## src/sfr_pkg.sv

```systemverilog
// Shared types, constants and the CRC-16 byte update for the sync frame receiver.
// No dependencies; every other file of the block imports this package.
package sfr_pkg;

  localparam int ByteW    = 8;
  localparam int PosOutW  = 6;
  localparam int CrcW     = 16;

  localparam logic [ByteW-1:0] SyncFirstReset  = 8'hFF;
  localparam logic [ByteW-1:0] SyncSecondReset = 8'hCC;
  localparam logic [CrcW-1:0]  CrcPoly         = 16'h1021;

  // Input item kinds
  localparam logic ModeByte    = 1'b0;
  localparam logic ModeRelease = 1'b1;

  // Configuration register indexes
  typedef enum logic [0:0] {
    REG_SYNC_FIRST  = 1'b0,
    REG_SYNC_SECOND = 1'b1
  } cfg_reg_t;

  // Controller to datapath
  typedef struct packed {
    logic take;   // store and check the offered byte
    logic load;   // move the next frame byte into the output register
  } sfr_cmd_t;

  // Datapath to controller
  typedef struct packed {
    logic at_last_pos;  // next byte completes the frame
    logic rd_at_last;   // burst read pointer sits on the final byte
    logic out_free;     // output register can take a byte this cycle
  } sfr_status_t;

  // CRC-16, poly 0x1021, MSB first, one byte
  function automatic logic [CrcW-1:0] crc16_byte(input logic [CrcW-1:0] crc,
                                                 input logic [ByteW-1:0] b);
    logic [CrcW-1:0] c;
    c = crc ^ {b, 8'h00};
    for (int k = 0; k < 8; k++) begin
      if (c[CrcW-1]) begin
        c = {c[CrcW-2:0], 1'b0} ^ CrcPoly;
      end else begin
        c = {c[CrcW-2:0], 1'b0};
      end
    end
    return c;
  endfunction

endpackage

```

## src/sfr_if.sv

```systemverilog
// Handshake channel interfaces: received items, frame bytes, configuration writes.
// Depends on sfr_pkg for field widths and the register index type.
interface sfr_in_if;
  import sfr_pkg::*;
  logic             valid;
  logic             ready;
  logic             mode;
  logic [ByteW-1:0] rx_byte;
  modport source (output valid, mode, rx_byte, input ready);
  modport sink   (input valid, mode, rx_byte, output ready);
endinterface

interface sfr_out_if;
  import sfr_pkg::*;
  logic               valid;
  logic               ready;
  logic [ByteW-1:0]   frame_byte;
  logic [PosOutW-1:0] byte_pos;
  logic               last_byte;
  logic               crc_good;
  modport source (output valid, frame_byte, byte_pos, last_byte, crc_good, input ready);
  modport sink   (input valid, frame_byte, byte_pos, last_byte, crc_good, output ready);
endinterface

interface sfr_cfg_if;
  import sfr_pkg::*;
  logic             valid;
  logic             ready;
  cfg_reg_t         index;
  logic [ByteW-1:0] data;
  modport source (output valid, index, data, input ready);
  modport sink   (input valid, index, data, output ready);
endinterface

```

## src/sfr_ctrl.sv

```systemverilog
// Controller FSM: hunt for a frame, burst it out, hold until release.
// Depends on sfr_pkg for the command and status structs.
module sfr_ctrl (
  input  logic                 clk,
  input  logic                 rst,
  input  logic                 in_valid,
  input  logic                 in_mode,
  output logic                 in_ready,
  input  sfr_pkg::sfr_status_t status,
  output sfr_pkg::sfr_cmd_t    cmd
);
  import sfr_pkg::*;

  typedef enum logic [2:0] {
    ST_HUNT  = 3'b001,
    ST_BURST = 3'b010,
    ST_HELD  = 3'b100
  } state_t;

  state_t state;
  state_t state_next;

  assign in_ready = (state == ST_HUNT) || (state == ST_HELD);

  always_comb begin
    state_next = state;
    cmd.take   = 1'b0;
    cmd.load   = 1'b0;
    unique case (state)
      ST_HUNT: begin
        cmd.take = in_valid && (in_mode == ModeByte);
        if (cmd.take && status.at_last_pos) begin
          state_next = ST_BURST;
        end
      end
      ST_BURST: begin
        cmd.load = status.out_free;
        if (cmd.load && status.rd_at_last) begin
          state_next = ST_HELD;
        end
      end
      ST_HELD: begin
        // drop bytes, wait for release
        if (in_valid && (in_mode == ModeRelease)) begin
          state_next = ST_HUNT;
        end
      end
      default: state_next = ST_HUNT;
    endcase
  end

  always_ff @(posedge clk) begin
    if (rst) begin
      state <= ST_HUNT;
    end else begin
      state <= state_next;
    end
  end

endmodule

```

## src/sfr_dp.sv

```systemverilog
// Datapath: sync registers, frame store, running CRC, burst read pointer, output register.
// Depends on sfr_pkg for widths, constants, structs and the CRC function.
module sfr_dp #(
  parameter int FRAME_LEN = 9
) (
  input  logic                        clk,
  input  logic                        rst,
  input  sfr_pkg::sfr_cmd_t           cmd,
  output sfr_pkg::sfr_status_t        status,
  input  logic [sfr_pkg::ByteW-1:0]   rx_byte,
  input  logic                        cfg_we,
  input  sfr_pkg::cfg_reg_t           cfg_index,
  input  logic [sfr_pkg::ByteW-1:0]   cfg_data,
  input  logic                        out_ready,
  output logic                        out_valid,
  output logic [sfr_pkg::ByteW-1:0]   frame_byte,
  output logic [sfr_pkg::PosOutW-1:0] byte_pos,
  output logic                        last_byte,
  output logic                        crc_good
);
  import sfr_pkg::*;

  localparam int PosW = $clog2(FRAME_LEN);
  localparam logic [PosW-1:0] LastPos  = PosW'(FRAME_LEN - 1);
  localparam logic [PosW-1:0] CrcHiPos = PosW'(FRAME_LEN - 2);
  localparam logic [PosW-1:0] SyncPos0 = PosW'(0);
  localparam logic [PosW-1:0] SyncPos1 = PosW'(1);
  localparam logic [PosW-1:0] SyncPos2 = PosW'(2);

  logic [ByteW-1:0] sync_first;
  logic [ByteW-1:0] sync_second;
  logic [ByteW-1:0] store [FRAME_LEN];
  logic [PosW-1:0]  position;
  logic [PosW-1:0]  position_next;
  logic [CrcW-1:0]  running_crc;
  logic [CrcW-1:0]  running_crc_next;
  logic             good;
  logic             good_next;
  logic [PosW-1:0]  rd_idx;

  always_ff @(posedge clk) begin
    if (rst) begin
      sync_first  <= SyncFirstReset;
      sync_second <= SyncSecondReset;
    end else if (cfg_we) begin
      unique case (cfg_index)
        REG_SYNC_FIRST:  sync_first  <= cfg_data;
        REG_SYNC_SECOND: sync_second <= cfg_data;
        default: ;
      endcase
    end
  end

  // Frame position tracking and CRC over the payload bytes
  always_comb begin
    position_next    = position;
    running_crc_next = running_crc;
    good_next        = good;
    if (cmd.take) begin
      priority if (position == SyncPos0) begin
        if (rx_byte == sync_first) begin
          running_crc_next = '0;
          position_next    = SyncPos1;
        end
      end else if (position == SyncPos1) begin
        position_next = (rx_byte == sync_second) ? SyncPos2 : SyncPos0;
      end else if (position == LastPos) begin
        good_next        = ({store[CrcHiPos], rx_byte} == running_crc);
        position_next    = SyncPos0;
        running_crc_next = '0;
      end else begin
        if (position < CrcHiPos) begin
          running_crc_next = crc16_byte(running_crc, rx_byte);
        end
        position_next = position + 1'b1;
      end
    end
  end

  always_ff @(posedge clk) begin
    if (rst) begin
      position    <= '0;
      running_crc <= '0;
    end else begin
      position    <= position_next;
      running_crc <= running_crc_next;
    end
  end

  always_ff @(posedge clk) begin
    good <= good_next;
    if (cmd.take) begin
      store[position] <= rx_byte;
    end
  end

  // Burst read pointer and output register
  always_ff @(posedge clk) begin
    if (rst) begin
      rd_idx    <= '0;
      out_valid <= 1'b0;
    end else if (cmd.load) begin
      rd_idx    <= (rd_idx == LastPos) ? '0 : rd_idx + 1'b1;
      out_valid <= 1'b1;
    end else if (out_ready) begin
      out_valid <= 1'b0;
    end
  end

  always_ff @(posedge clk) begin
    if (cmd.load) begin
      frame_byte <= store[rd_idx];
      byte_pos   <= PosOutW'(rd_idx);
      last_byte  <= (rd_idx == LastPos);
      crc_good   <= good;
    end
  end

  assign status.at_last_pos = (position == LastPos);
  assign status.rd_at_last  = (rd_idx == LastPos);
  assign status.out_free    = !out_valid || out_ready;

endmodule

```

## src/sync_frame_receiver_crc_check.sv

```systemverilog
// Sync frame receiver: hunts for a two-byte sync header, collects a fixed-length
// frame, checks its big-endian CRC-16 (poly 0x1021, init 0) and bursts the frame out.
// Once the final byte is accepted the controller enters the burst state and loads
// the stored bytes in order into the output register, waiting while it is full.
// Throughput: one received item per cycle while hunting.
// Reset (rst, synchronous): hunt at position 0, no frame held, sync bytes 0xFF / 0xCC.
module sync_frame_receiver_crc_check #(
  parameter int FRAME_LEN = 9
) (
  input  logic          clk,
  input  logic          rst,
  sfr_in_if.sink        rx,
  sfr_out_if.source     frame,
  sfr_cfg_if.sink       cfg
);
  import sfr_pkg::*;

  sfr_cmd_t    cmd;
  sfr_status_t status;

  // Configuration writes land at once; the port never stalls.
  assign cfg.ready = 1'b1;

  // Controller: owns the hunt / burst / hold sequencing and the input ready.
  // While a burst is going out, received items wait; while held, bytes are
  // accepted and dropped until a release item arrives.
  sfr_ctrl u_ctrl (
    .clk      (clk),
    .rst      (rst),
    .in_valid (rx.valid),
    .in_mode  (rx.mode),
    .in_ready (rx.ready),
    .status   (status),
    .cmd      (cmd)
  );

  // Datapath: frame store, CRC accumulation and the output register that
  // decouples the burst from the downstream ready.
  sfr_dp #(
    .FRAME_LEN (FRAME_LEN)
  ) u_dp (
    .clk        (clk),
    .rst        (rst),
    .cmd        (cmd),
    .status     (status),
    .rx_byte    (rx.rx_byte),
    .cfg_we     (cfg.valid),
    .cfg_index  (cfg.index),
    .cfg_data   (cfg.data),
    .out_ready  (frame.ready),
    .out_valid  (frame.valid),
    .frame_byte (frame.frame_byte),
    .byte_pos   (frame.byte_pos),
    .last_byte  (frame.last_byte),
    .crc_good   (frame.crc_good)
  );

endmodule

```

## src/flat_wrapper.sv

```systemverilog
// flat-port wrapper written by rule: the top's interface ports become plain ports
module sync_frame_receiver_crc_check_flat import sfr_pkg::*;
#(
  parameter int FRAME_LEN = 9
)
  (clk, rst, rx_valid, rx_mode, rx_rx_byte, rx_ready, frame_valid, frame_frame_byte, frame_byte_pos, frame_last_byte, frame_crc_good, frame_ready, cfg_valid, cfg_index, cfg_data, cfg_ready);
  sfr_in_if rx_i ();
  sfr_out_if frame_i ();
  sfr_cfg_if cfg_i ();
  input  logic clk;
  input  logic rst;
  input wire logic [$bits(rx_i.valid)-1:0] rx_valid;
  input wire logic [$bits(rx_i.mode)-1:0] rx_mode;
  input wire logic [$bits(rx_i.rx_byte)-1:0] rx_rx_byte;
  output wire logic [$bits(rx_i.ready)-1:0] rx_ready;
  output wire logic [$bits(frame_i.valid)-1:0] frame_valid;
  output wire logic [$bits(frame_i.frame_byte)-1:0] frame_frame_byte;
  output wire logic [$bits(frame_i.byte_pos)-1:0] frame_byte_pos;
  output wire logic [$bits(frame_i.last_byte)-1:0] frame_last_byte;
  output wire logic [$bits(frame_i.crc_good)-1:0] frame_crc_good;
  input wire logic [$bits(frame_i.ready)-1:0] frame_ready;
  input wire logic [$bits(cfg_i.valid)-1:0] cfg_valid;
  input wire logic [$bits(cfg_i.index)-1:0] cfg_index;
  input wire logic [$bits(cfg_i.data)-1:0] cfg_data;
  output wire logic [$bits(cfg_i.ready)-1:0] cfg_ready;
  assign rx_i.valid = rx_valid;
  assign rx_i.mode = rx_mode;
  assign rx_i.rx_byte = rx_rx_byte;
  assign rx_ready = rx_i.ready;
  assign frame_valid = frame_i.valid;
  assign frame_frame_byte = frame_i.frame_byte;
  assign frame_byte_pos = frame_i.byte_pos;
  assign frame_last_byte = frame_i.last_byte;
  assign frame_crc_good = frame_i.crc_good;
  assign frame_i.ready = frame_ready;
  assign cfg_i.valid = cfg_valid;
  assign cfg_i.index = cfg_index;
  assign cfg_i.data = cfg_data;
  assign cfg_ready = cfg_i.ready;
  sync_frame_receiver_crc_check #(.FRAME_LEN(FRAME_LEN)) u_core (.clk(clk), .rst(rst), .rx(rx_i), .frame(frame_i), .cfg(cfg_i));
endmodule
```

## config.mk

```make
export PLATFORM = sky130hd
export DESIGN_NAME = sync_frame_receiver_crc_check_flat
export DESIGN_NICKNAME = d
export VERILOG_FILES = /design/src/sfr_pkg.sv /design/src/sfr_if.sv /design/src/sfr_ctrl.sv /design/src/sfr_dp.sv /design/src/sync_frame_receiver_crc_check.sv /design/src/flat_wrapper.sv
export SDC_FILE = /design/constraint.sdc
export NUM_CORES = 1
export LEC_CHECK = 0
export BUFFER_PORTS_ARGS = -buffer_cell sky130_fd_sc_hd__buf_2
export CAP_MARGIN = 40
export CORE_ASPECT_RATIO = 1.2
export CORE_MARGIN = 5
export CORE_UTILIZATION = 23
export DETAILED_ROUTE_END_ITERATION = 6
export SLEW_MARGIN = 20
export SYNTH_ARGS = -nofsm -noshare
export SYNTH_HDL_FRONTEND = slang
export SYNTH_HIERARCHICAL = 1
export SYNTH_SLANG_ARGS = --single-unit
```

## constraint.sdc

```tcl
create_clock -name clk -period 4.3 [get_ports clk]
set_input_delay 0.43 -clock clk [delete_from_list [all_inputs] [get_ports clk]]
set_output_delay 0.43 -clock clk [all_outputs]
set_load 0.005 [all_outputs]
```

# Word-level counts from Yosys, hierarchy flattened
# Memories as Yosys holds them, arrays and structs flattened. A register that Yosys moved wholly into a read port is not among the register bits.
# Index checks and enable logic that the tools add are counted.
[op_classes]
order_cmp = 1
n_reduce_logical = 16
bitwise = 13
n_mux = 64
addsub = 2
n_eq_ne = 14
[op_table]
columns = ["cell", "n"]
rows = [
  ["16-bit two-way mux", 40],
  ["13-bit two-way mux", 8],
  ["3-bit inverter", 8],
  ["4-bit two-way mux", 5],
  ["16-bit equality test", 1],
  ["8-bit equality test", 2],
  ["16-bit XOR", 1],
  ["3-bit two-way mux", 3],
  ["3-bit case mux with 3 select lines", 1],
  ["4-bit by 1-bit adder with 4-bit output, second input constant", 2],
  ["4-bit equality test, second input constant", 2],
  ["4-bit AND reduction", 2],
  ["1-bit two-way mux", 6],
  ["2-bit by 1-bit inequality test with 1-bit output, second input constant", 3],
  ["2-bit AND reduction", 3],
  ["4-bit by 1-bit equality test with 1-bit output, second input constant", 1],
  ["1-bit logical AND", 4],
  ["4-bit logical NOT", 1],
  ["4-bit by 3-bit < comparator with 1-bit output, second input constant", 1],
  ["2-bit inequality test, second input constant", 2],
  ["1-bit inverter", 4],
  ["3-bit by 1-bit equality test with 1-bit output, second input constant", 1],
  ["3-bit by 2-bit equality test with 1-bit output, second input constant", 1],
  ["3-bit equality test, second input constant", 1],
  ["6 further kinds", 7],
]
[word_totals]
ram_bits = 72
mem_count = 1
inputBits = 23
regBits = 51
[mem_list]
columns = ["name", "words", "width", "read_ports", "rd_clocked_by_memory_dff", "write_ports", "line", "text"]
rows = [
  ["u_core.u_dp.store", 9, 8, 2, 1, 1, "sfr_dp.sv:32", "logic [ByteW-1:0] store [FRAME_LEN];"],
]

# Depth between registers and ports, before layout
[logic_depth]
depth_word = 56
ltp_mapped = 9

# Modules after synthesis
# Netlist, hierarchy kept.
[modules_own_cells]
columns = ["module", "cells_each", "area_per_inst_um2", "n_inst", "seq_area_each_um2"]
rows = [
  ["sfr_dp", 432, 5738.0, 1, 3433.3],
  ["sfr_ctrl", 21, 180.2, 1, 60.1],
  ["sync_frame_receiver_crc_check", 2, 11.3, 1, 0.0],
]

# Least setup slack after synthesis
# Ideal clock, no wire load.
[synth_timing]
kind = "input-to-reg"
start = "in rx_mode"
end = "mem u_core.u_dp.store[5][0], enable pin"
n_path_buf = 1
arrival_ps = 1848
path_slack_ps = 2082
stages = 5
cell_sequence = "or4b_4 nor2_1 clkbuf_1 nand2_1 nor2_1"
[synth_rtl]
columns = ["item", "line", "text"]
rows = [
  ["start: declaration", "flat_wrapper.sv:13", "input wire logic [$bits(rx_i.mode)-1:0] rx_mode;"],
  ["end: declaration", "sfr_dp.sv:32", ""],
]

==> impl_metrics.py <==
metrics = {
    "die": {
        "die_y_um": 186,
        "coreArea_um2": 25500,
        "row_count": 64,
        "start_util_pct": 23.3,
        "ios": 42,
        "fp.dieW_um": 157,
        "die_area_um2": 29100,
    },
    "power": {
        "switching_power_mw": 0.589,
        "clockPowerShare_pct": 49.7,
        "power_mw": 2.96,
        "leakage_nw": 2.33,
        "irDropWorstVdd_v": 0.000267,
        "p_int_mw": 2.37,
        "power_frac_seq_pct": 46.1,
        "p_sw_share_pct": 19.9,
        "p_comb_share_pct": 4.3,
        "power_density_nw_per_um2": 422,
    },
    "setup_path": {
        "crit_required_ns": 4.34,
        "slowest_delay_ns": 0.63,
        "worstSetupPathType": "flop to flop",
        "crit_path_frequent_cell": "nor2_1",
        "cp_cell_sequence": "or4b_4, nor2_1, buf_4, nand2_1, nor2_1",
        "cp_max_fo": 13,
        "r2r_cells": 5,
        "critPathLaunchType": "flop",
        "rr_startpoint": "u_core/u_ctrl/state[1]",
        "crit_path_end_kind": "flop",
        "timing.rr.end": "u_core/u_dp/store[3][0]",
        "arrival_ns": 2.32,
        "ff2ff_setup_slack_ns": 2.02,
        "slowest_stage": "nor2_1",
        "critPathTopFamily": "simple AND/OR/NAND/NOR gates",
        "crit_buf_inv": 1,
    },
    "flow_run": {
        "drv_cap": 0,
    },
    "timing": {
        "drv_slew": 0,
        "fmax_mhz": 438,
        "clock_skew_ns": 0.00698,
        "period_needed_ns": 2.28,
        "hold_violations": 0,
        "finalCritPeriodShare_pct": 53.1,
        "setup-violations-final": 0,
        "grt_setup_unrepaired": "no",
        "setup_tns_ns": 0,
        "hold_ws_ns": 0.237,
        "worstMarginPinSlew_ns": 0.846,
        "slew_headroom_pct": 43.4,
    },
    "clock_network": {
        "clk_latency_ns": 0.41,
        "hold_buffers": 0,
        "cts_buffers": 17,
        "clock_path_buffers": 2,
        "cts_sinks": 131,
        "clk_pin_slew_worst_paths_ns": 0.06,
        "htree_num_levels": 4,
        "cts_root_buf": "clkbuf_16",
        "post_cts_resized": 0,
        "postCtsSetupBuffers": 0,
        "cts_tree": "yes",
    },
    "yosys": {
        "synth_edf_count": 87,
        "synth_area_leaders": "edfxtp_1 44%, dfxtp_1 15%, mux4_2 6.1%",
        "synth_common_cells": "87 x edfxtp_1, 54 x nand2_1, 44 x dfxtp_1",
        "synth_cell_types": 49,
        "ys_warn_count": 6,
        "syn-cell-area_um2": 5930,
        "synth_top_area_share_pct": 44.1,
        "avgSynthCellArea_um2": 13.0,
        "synth_flop_cell": "edfxtp_1",
        "synth_cells": 455,
        "async_flop_share_pct": 0,
        "synth_top_area_cell": "edfxtp_1",
        "yosysMostFrequentCell": "edfxtp_1",
        "ys_seq_area_share_pct": 58.9,
        "ys_ff_latch": 131,
    },
    "place": {
        "dp.cells": 800,
        "globalplace.congestion": 0.724,
        "port_buffers": 38,
        "dp_hpwl_mm": 8.98,
    },
    "detailed_routing": {
        "wirelength_mm": 12.5,
        "vias": 3508,
        "drt_iter0_drc": 167,
        "drtAntennaViolNets": 0,
        "via_per_inst": 4.20,
        "wl_per_cell_um": 15.0,
        "dr.pass1.iters": 5,
        "drc": 0,
    },
    "hold_path": {
        "worstHoldPathCells": 3,
        "worst_hold_path.endpoint": "u_core/u_dp/sync_first[5]",
        "worst_hold_path_type": "input port to flop",
        "holdCritStartpoint": "cfg_data[5]",
    },
    "global_routing": {
        "antenna_found_initial": 1,
        "grt_max_degree": 46,
        "track_usage_pct": 8.93,
        "overflow": 0,
        "grt_pass1_wl_mm": 19.6,
        "grt_pass1_vias": 3495,
    },
    "finish": {
        "fin_cells": 836,
        "final_net_count": 520,
        "seq_area_um2": 3490,
        "fillers": 2647,
        "multi_input_area_um2": 2200,
        "drive_gt1_share_pct": 19.6,
        "areaGrowthSynthToFinish_pct": 18.4,
    },
    "run_status": {
        "status": "completed",
    },
}
-- cell usage in the layout (no fill, tap or decap), types with 5 or more instances in the layout --
| cell type | Yosys | final |
|---|---|---|
| nand3b_1 | 8 | 8 |
| a21oi_1 | 13 | 13 |
| xnor2_1 | 35 | 35 |
| o21ai_0 | 12 | 12 |
| xor2_1 | 18 | 18 |
| inv_1 | 7 | 7 |
| nand3_1 | 7 | 7 |
| nand2_1 | 54 | 54 |
| mux2i_1 | 25 | 25 |
| clkbuf_16 | 0 | 17 |
| dfxtp_1 | 44 | 44 |
| clkbuf_1 | 11 | 5 |
| edfxtp_1 | 87 | 87 |
| mux4_2 | 16 | 16 |
| buf_2 | 4 | 38 |
| nor2_1 | 19 | 19 |
| nand4_1 | 7 | 7 |
| nand2b_1 | 19 | 19 |
| buf_4 | 6 | 6 |
| ha_1 | 6 | 6 |
| and3_1 | 7 | 7 |
-- power by group through the flow --
stage	Combinational, mW	Clock, mW	Sequential (mW)
after global routing	0.139	1.55	1.36
final	0.126	1.47	1.36
after floorplan	0.0896	0	1.39
after CTS	0.128	1.51	1.36
after detailed placement	0.128	0	1.39
after global placement	0.126	0	1.39
-- through the flow --
stage / area (um2) / util, % / setup slack (ns)
CTS: 7000 / 27.5 / 1.94
finish: 7020 / 27.6 / 2.02
floorplan: 5930 / - / 2.08
detailed placement: 6400 / 25.1 / 1.78
global placement: 6340 / 24.9 / 1.71
global route: 7010 / 27.5 / 1.82
-- tightest hold or removal path: cells and delay by family --
family / cells / cell delay [ns]
buffers and inverters: 1 / 0.09
and+or+nand+nor: 2 / 0.10
-- kinds of logic (layout without fill, tap and decap cells) --
group	after synthesis	in the layout	synth area share [%]
fa+ha+maj	6	6	1.27
flops	131	131	58.9
mux	42	42	10.5
xor+xnor	57	57	8.93
compound gates	40	40	4.30
buf+inv	38	86	4.05
other cells	2	5	0.127
simple gates	139	139	11.9
-- state kept, by name, indices dropped and copies added, names as in the netlist --
name and count:
u_core/u_dp/store 72, u_core/u_dp/crc_good 1, u_core/u_dp/last_byte 1, u_core/u_dp/running_crc 16, u_core/u_dp/good 1, u_core/u_dp/out_valid 1
u_core/u_dp/frame_byte 8, u_core/u_dp/sync_first 8, u_core/u_dp/rd_idx 4, u_core/u_ctrl/state 3, u_core/u_dp/sync_second 8, u_core/u_dp/position 4
u_core/u_dp/byte_pos 4
-- layer usage --
layer / global-route usage [%] / vias to the layer above / wire [um]
met5: 0 / - / 7
met4: 4.76 / 2 / 313
met3: 2.58 / 18 / 614
met2: 14.9 / 69 / 6220
met1: 10.4 / 1720 / 5380
li1: - / 1699 / -
-- worst max path at each step --
stage	from	to	cells past startpoint	slack, ns
4_1_cts	u_core/u_ctrl/state[0]	u_core/u_dp/store[0][6]	5	1.94
6_report	u_core/u_ctrl/state[1]	u_core/u_dp/store[3][0]	5	2.02
3_5_place_dp	rx_mode	u_core/u_dp/store[0][7]	6	1.78
2_1_floorplan	rx_mode	u_core/u_dp/store[5][0]	5	2.08
5_1_grt	u_core/u_ctrl/state[0]	u_core/u_dp/store[7][3]	5	1.82
3_3_place_gp	rx_rx_byte[4]	u_core/u_dp/running_crc[8]	6	1.71
-- layout make-up --
class / instances / area share (%)
sequential: 131 / 49.8
tap: 330 / 5.88
timing repair buffer: 47 / 3.99
multi-input combinational: 287 / 31.3
clock buffer: 22 / 6.33
inverter: 7 / 0.374
clock inverter: 10 / 2.25
antenna: 2 / 0.0713
(Power assumes the default switching activity.)
